File: src/mdc_pkg.sv
`default_nettype none
package mdc_pkg;

    localparam logic [7:0] BDOT_DIVIDE = 8'd10;

    localparam logic [2:0] LAW_RATE = 3'd3;
    localparam logic [2:0] LAW_BDOT = 3'd4;

    typedef enum logic [1:0] {
        CFG_LAW       = 2'd0,
        CFG_GAIN_ATT  = 2'd1,
        CFG_GAIN_RATE = 2'd2,
        CFG_TORQUE    = 2'd3
    } t_cfg_idx;

    typedef enum logic [1:0] {
        ST_OK          = 2'd0,
        ST_ZERO_FIELD  = 2'd1,
        ST_INVALID_LAW = 2'd2,
        ST_SAT         = 2'd3
    } t_status;

    typedef enum logic [3:0] {
        S_IDLE,
        S_DISPATCH,
        S_NORM,
        S_NWAIT,
        S_NCHK,
        S_CROSS,
        S_GCM,
        S_DIV,
        S_DWAIT,
        S_BDOT,
        S_BMUL,
        S_TCHK,
        S_TORQ,
        S_TWAIT,
        S_OUT
    } t_state;

    typedef enum logic [2:0] {
        MS_IDLE,
        MS_SQ,
        MS_CRS_P,
        MS_CRS_N,
        MS_GC_LO,
        MS_GC_HI,
        MS_GRATE
    } t_msel;

    typedef enum logic [2:0] {
        AOP_HOLD,
        AOP_LOAD,
        AOP_ADD,
        AOP_SUB,
        AOP_ADDH
    } t_aop;

    typedef enum logic [2:0] {
        D_NONE,
        D_N,
        D_C,
        D_BD,
        D_T
    } t_dst;

    typedef struct packed {
        logic       load;
        t_msel      msel;
        logic [1:0] axis;
        logic       src_m;
        t_aop       aop;
        t_dst       dst;
        logic       set_stat;
        t_status    stat;
        logic       bd_upd;
        logic       div_start;
        logic       div_store;
    } t_cmd;

    typedef struct packed {
        logic       gain_zero;
        logic [2:0] law;
        logic       torque;
        logic       n_zero;
        logic       prev_zero;
        logic       cnt_hit;
        logic       div_done;
    } t_stat;

    function automatic logic [1:0] nxt_axis(input logic [1:0] a);
        return (a == 2'd2) ? 2'd0 : a + 2'd1;
    endfunction

    // {sat, value}: signed 32-bit value from sign and magnitude, clamped
    function automatic logic [32:0] clamp32(input logic neg, input logic [63:0] mag);
        logic [63:0] lim;
        logic [63:0] m;
        logic        sat;
        lim = neg ? 64'h8000_0000 : 64'h7FFF_FFFF;
        sat = (mag > lim);
        m   = sat ? lim : mag;
        return {sat, neg ? (32'd0 - m[31:0]) : m[31:0]};
    endfunction

endpackage
`default_nettype wire

File: src/mdc_ctrl.sv
`default_nettype none
module mdc_ctrl
    import mdc_pkg::*;
(
    input  wire logic  i_clk,
    input  wire logic  i_rst_n,
    input  wire logic  i_in_valid,
    output logic       o_in_ready,
    output logic       o_out_valid,
    input  wire logic  i_out_ready,
    input  wire t_stat i_stat,
    output t_cmd       o_cmd
);

    t_state     r_state, n_state;
    logic [2:0] r_step, n_step;
    logic [1:0] r_axis, n_axis;

    always_ff @(posedge i_clk) begin
        if (!i_rst_n) begin
            r_state <= S_IDLE;
            r_step  <= 3'd0;
            r_axis  <= 2'd0;
        end else begin
            r_state <= n_state;
            r_step  <= n_step;
            r_axis  <= n_axis;
        end
    end

    always_comb begin
        n_state = r_state;
        n_step  = r_step;
        n_axis  = r_axis;
        case (r_state)
            S_IDLE: begin
                if (i_in_valid) n_state = S_DISPATCH;
            end
            S_DISPATCH: begin
                n_step = 3'd0;
                n_axis = 2'd0;
                if (i_stat.gain_zero) n_state = S_OUT;
                else if (i_stat.law == LAW_RATE) n_state = S_NORM;
                else if (i_stat.law == LAW_BDOT) n_state = S_BDOT;
                else n_state = S_OUT;
            end
            S_NORM: begin
                n_step = r_step + 3'd1;
                if (r_step == 3'd2) begin
                    n_state = S_NWAIT;
                    n_step  = 3'd0;
                end
            end
            S_NWAIT: n_state = S_NCHK;
            S_NCHK: begin
                n_step  = 3'd0;
                n_state = i_stat.n_zero ? S_OUT : S_CROSS;
            end
            S_CROSS: begin
                n_step = r_step + 3'd1;
                if (r_step == 3'd5) begin
                    n_state = S_GCM;
                    n_step  = 3'd0;
                    n_axis  = 2'd0;
                end
            end
            S_GCM: begin
                n_step = r_step + 3'd1;
                if (r_step == 3'd2) begin
                    n_state = S_DIV;
                    n_step  = 3'd0;
                end
            end
            S_DIV: n_state = S_DWAIT;
            S_DWAIT: begin
                if (i_stat.div_done) begin
                    if (r_axis == 2'd2) begin
                        n_state = S_TCHK;
                    end else begin
                        n_axis  = nxt_axis(r_axis);
                        n_state = S_GCM;
                    end
                end
            end
            S_BDOT: begin
                n_step  = 3'd0;
                n_state = (!i_stat.prev_zero && i_stat.cnt_hit) ? S_BMUL : S_OUT;
            end
            S_BMUL: begin
                n_step = r_step + 3'd1;
                if (r_step == 3'd2) begin
                    n_state = S_TCHK;
                    n_step  = 3'd0;
                end
            end
            S_TCHK: begin
                n_step  = 3'd0;
                n_state = i_stat.torque ? S_TORQ : S_OUT;
            end
            S_TORQ: begin
                n_step = r_step + 3'd1;
                if (r_step == 3'd5) begin
                    n_state = S_TWAIT;
                    n_step  = 3'd0;
                end
            end
            S_TWAIT: n_state = S_OUT;
            S_OUT: begin
                if (i_out_ready) n_state = S_IDLE;
            end
            default: n_state = S_IDLE;
        endcase
    end

    always_comb begin
        o_cmd       = '0;
        o_in_ready  = 1'b0;
        o_out_valid = 1'b0;
        case (r_state)
            S_IDLE: begin
                o_in_ready = 1'b1;
                o_cmd.load = i_in_valid;
            end
            S_DISPATCH: begin
                if (!i_stat.gain_zero && i_stat.law != LAW_RATE && i_stat.law != LAW_BDOT) begin
                    o_cmd.set_stat = 1'b1;
                    o_cmd.stat     = ST_INVALID_LAW;
                end
            end
            S_NORM: begin
                o_cmd.msel = MS_SQ;
                o_cmd.axis = r_step[1:0];
                o_cmd.aop  = (r_step == 3'd0) ? AOP_LOAD : AOP_ADD;
                o_cmd.dst  = (r_step == 3'd2) ? D_N : D_NONE;
            end
            S_NCHK: begin
                if (i_stat.n_zero) begin
                    o_cmd.set_stat = 1'b1;
                    o_cmd.stat     = ST_ZERO_FIELD;
                end
            end
            S_CROSS, S_TORQ: begin
                o_cmd.src_m = (r_state == S_TORQ);
                o_cmd.axis  = r_step[2:1];
                o_cmd.msel  = r_step[0] ? MS_CRS_N : MS_CRS_P;
                o_cmd.aop   = r_step[0] ? AOP_SUB : AOP_LOAD;
                if (r_step[0]) o_cmd.dst = (r_state == S_TORQ) ? D_T : D_C;
            end
            S_GCM: begin
                o_cmd.axis = r_axis;
                if (r_step == 3'd0) begin
                    o_cmd.msel = MS_GC_LO;
                    o_cmd.aop  = AOP_LOAD;
                end else if (r_step == 3'd1) begin
                    o_cmd.msel = MS_GC_HI;
                    o_cmd.aop  = AOP_ADDH;
                end
            end
            S_DIV: begin
                o_cmd.axis      = r_axis;
                o_cmd.div_start = 1'b1;
            end
            S_DWAIT: begin
                o_cmd.axis      = r_axis;
                o_cmd.div_store = i_stat.div_done;
            end
            S_BDOT: o_cmd.bd_upd = 1'b1;
            S_BMUL: begin
                o_cmd.msel = MS_GRATE;
                o_cmd.axis = r_step[1:0];
                o_cmd.aop  = AOP_LOAD;
                o_cmd.dst  = D_BD;
            end
            S_OUT: o_out_valid = 1'b1;
            default: o_cmd = '0;
        endcase
    end

endmodule
`default_nettype wire

File: config.mk
export PLATFORM = sky130hd
export DESIGN_NAME = mdc_ctrl
export DESIGN_NICKNAME = d
export VERILOG_FILES = /design/src/mdc_pkg.sv /design/src/mdc_ctrl.sv
export SDC_FILE = /design/constraint.sdc
export NUM_CORES = 1
export LEC_CHECK = 0
export ABC_AREA = 1
export BUFFER_PORTS_ARGS = -buffer_cell sky130_fd_sc_hd__buf_2
export CAP_MARGIN = 10
export CORE_ASPECT_RATIO = 0.8
export CORE_UTILIZATION = 40
export CTS_CLUSTER_DIAMETER = 120
export CTS_CLUSTER_SIZE = 16
export DETAILED_ROUTE_END_ITERATION = 10
export GPL_ROUTABILITY_DRIVEN = 0
export PLACE_DENSITY = 0.64
export SETUP_SLACK_MARGIN = 0.02
export SYNTH_ARGS = -nofsm -noshare
export SYNTH_HDL_FRONTEND = slang
export SYNTH_SLANG_ARGS = --single-unit
export TNS_END_PERCENT = 10
File: constraint.sdc
create_clock -name i_clk -period 1.7 [get_ports i_clk]
set_clock_uncertainty 0.05 [all_clocks]
set_input_delay 0.17 -clock i_clk [delete_from_list [all_inputs] [get_ports i_clk]]
set_output_delay 0.17 -clock i_clk [all_outputs]
set_load 0.01 [all_outputs]
==> results.py <==
metrics = {
    "status": {
        "status": "finished clean",
    },
    "finish": {
        "drive_gt1_share_pct": 39.0,
        "final_cells": 282,
        "area_delta_synth_final_pct": 41.2,
        "nets": 261,
        "diodes": 0,
    },
    "global_route": {
        "grt_pass1_vias": 1351,
        "grt_use_total_pct": 26.4,
        "grt_overflow_total": 0,
        "grt_pass1_wl_um": 5940,
        "grt_start_max_net_pins": 9,
        "antenna_found_initial": 0,
    },
    "drt": {
        "wl_per_cell_um": 12.5,
        "drc": 0,
        "dr.pass1.iters": 4,
        "antenna_left": 0,
        "vias": 1478,
        "drt-vias-per-instance": 5.24,
        "finalWirelength_um": 3510,
        "drt_iter0_drc": 49,
    },
    "worst_setup_path": {
        "cp_max_fo": 6,
        "critPathArrivalTime_ns": 1.47,
        "reg2reg_from": "r_state[3]",
        "ff2ff_setup_slack_ns": 0.14,
        "path_class": "flop to output port",
        "r2r_end": "r_step[1]",
        "cp-end-kind": "output port",
        "reg2reg_depth": 11,
        "required_ns": 1.48,
        "cp-start-kind": "flop",
    },
    "hold_path": {
        "min_to": "r_axis[0]",
        "hold_depth": 3,
        "worstHoldStart": "i_rst_n",
        "hold_path_class": "primary input to flop",
    },
    "flow_run": {
        "drv_cap": 0,
    },
    "die": {
        "die-area_um2": 2890,
        "io_pins": 34,
        "die_x_um": 59.9,
        "rows": 16,
        "start_util_pct": 42.8,
        "fp.dieH_um": 48.3,
        "coreArea_um2": 2500,
    },
    "clocking": {
        "cts_inserted_buffers": 3,
        "root_buffer": "clkbuf_4",
        "cts_htree_levels": 1,
        "holdBufCountCts": 0,
        "cts.clk_slew.worst_paths_ns": 0.06,
        "cts_tree": "yes",
        "clk_latency_ns": 0.26,
        "clock-sinks": 9,
        "cts.path.max_buffers": 2,
    },
    "placed_design": {
        "dp_hpwl_um": 2690,
        "io_buffers": 33,
        "dp.cells": 265,
    },
    "pwr": {
        "pwr-share-comb_pct": 75.6,
        "p_leak_nw": 0.851,
        "p_clk_share_pct": 6.1,
        "ir_worst_vdd_mv": 0.837,
        "p_switching_mw": 1.51,
        "p_int_mw": 1.21,
        "cellPowerDensity_nw_per_um2": 1800,
        "seq_power_share_pct": 18.3,
        "p_sw_share_pct": 55.5,
    },
    "logic_synthesis": {
        "synth_area_leaders": "nand2_1 (24%), dfxtp_1 (17%), nor2_1 (8.1%), inv_1 (6.7%), a21oi_1 (5.6%)",
        "syn-cell-area_um2": 1070,
        "synth_top_cell_area_share_pct": 24.2,
        "netlist_instances": 196,
        "synth_top_area_cell": "nand2_1",
        "syn_avg_cell_area_um2": 5.47,
        "synth_seq_cells": 9,
        "synth_warnings": 0,
        "synth.yosys.seq_area_share_pct": 16.8,
        "ys_types": 26,
        "synthesis.nets": 210,
    },
    "sta": {
        "finalCritPeriodShare_pct": 99.3,
        "rsz0062_at_grt": "yes",
        "finalSetupViolCount": 0,
        "finalHoldViolCount": 0,
        "period_minus_slack_ns": 1.69,
        "tns_ns": 0,
        "fmax_mhz": 592,
        "report.final.slew_viol_count": 0,
        "worstMarginPinSlew_ns": 0.304,
        "relSlewSlack_pct": 79.7,
    },
}
## power groups by stage
stage	clock (mW)	sequential, mW	combinational, mW
final	0.167	0.497	2.06
after global routing	0.182	0.515	2.29
after CTS	0.172	0.481	1.85
after detailed placement	0	0.446	1.69
after global placement	0	0.443	1.69
after floorplan	0	0.398	1.28
## cells in the mapped netlist
cell	count
a21oi_1	12
a31o_2	1
buf_2	1
buf_4	1
clkinv_1	1
dfxtp_1	9
ha_1	1
inv_1	19
inv_2	6
nand2_1	69
nand2_2	4
nand2_4	3
nand3_1	12
nand3b_1	3
nand4_1	2
nand4_2	1
nor2_1	23
nor2_2	6
nor2_4	4
nor2b_1	1
nor3_1	2
nor3_2	1
o21a_1	1
o21ai_0	10
o21ai_1	1
o221ai_1	2
## metrics by stage
stage	power, mW	setup slack (ns)	hold WS (ns)	util (%)	instance area, um2
after CTS	2.51	0.0147	0.124	56.4	1410
final	2.72	0.0121	0.130	60.5	1510
after global placement	2.13	0.0464	0.398	51.3	1280
after floorplan	1.68	0.247	0.243	-	1070
after global routing	2.98	-0.0459	0.155	60.5	1510
after detailed placement	2.14	0.0640	0.406	51.3	1280
## registers in the layout, indices dropped and copies added, names as in the netlist
register and count:
r_axis 2, r_state 4, r_step 3
## kinds of logic (layout without fill, tap and decap cells)
group	after synthesis	count (layout)	share of synthesized area [%]
simple gates	131	131	57.9
fa+ha+maj	1	1	1.17
flops	9	9	16.8
compound gates	27	27	13.9
buf+inv	28	78	10.3
## worst max-delay path: stages, from the launching register on
cell and delay [ns]:
dfxtp_2 0.34, buf_6 0.14, nand2_4 0.08, inv_4 0.05, nand2_4 0.06, nand2_4 0.08
inv_4 0.08, nand2_2 0.05, a31o_4 0.20, buf_6 0.11
## cells in the final DEF, fill, tap and decap left out, drive strengths merged
cell type,instances
inv,25
buf,48
dfxtp,9
nand3,12
nor2b,1
clkinv,1
nor3,3
o221ai,2
a31o,1
nand3b,3
nand4,3
nor2,33
ha,1
a21oi,12
clkbuf,4
o21a,1
o21ai,11
nand2,76
## final cells by class
cell class              instances  area [um2]
well taps                      36        45.0
inverters                      26         110
fillers                       255         988
repair buffers                 48         288
multi-input cells             159         850
clock buffers                   4        26.3
flip-flops and latches          9         195
## layer usage
metal	part of all wire (%)	up-vias	wire length [um]	global-route usage [%]
met5	0	-	0	0
li1	-	726	-	-
met4	1.1	0	37	7.75
met3	6.1	5	215	1.34
met1	46	683	1610	38.1
met2	47	64	1660	42.0
## worst max-delay path by stage
stage               startpoint        end  slack (ns)  cells after the start
floorplan           r_state[0]   o_cmd[7]        0.25                      6
global placement    r_state[2]  r_step[1]        0.05                      9
detailed placement  r_state[2]   o_cmd[7]        0.06                      7
CTS                 r_state[2]   o_cmd[9]        0.01                      8
global route        r_state[3]   o_cmd[7]       -0.05                      8
finish              r_state[3]   o_cmd[9]        0.01                      9
## repair_timing
item,4_1_cts,5_1_grt
setup endpoints to repair,13,11
resized for setup,18,18
buffers inserted,7,6
pin swaps,4,5
Power figures use the tool's default switching activity.
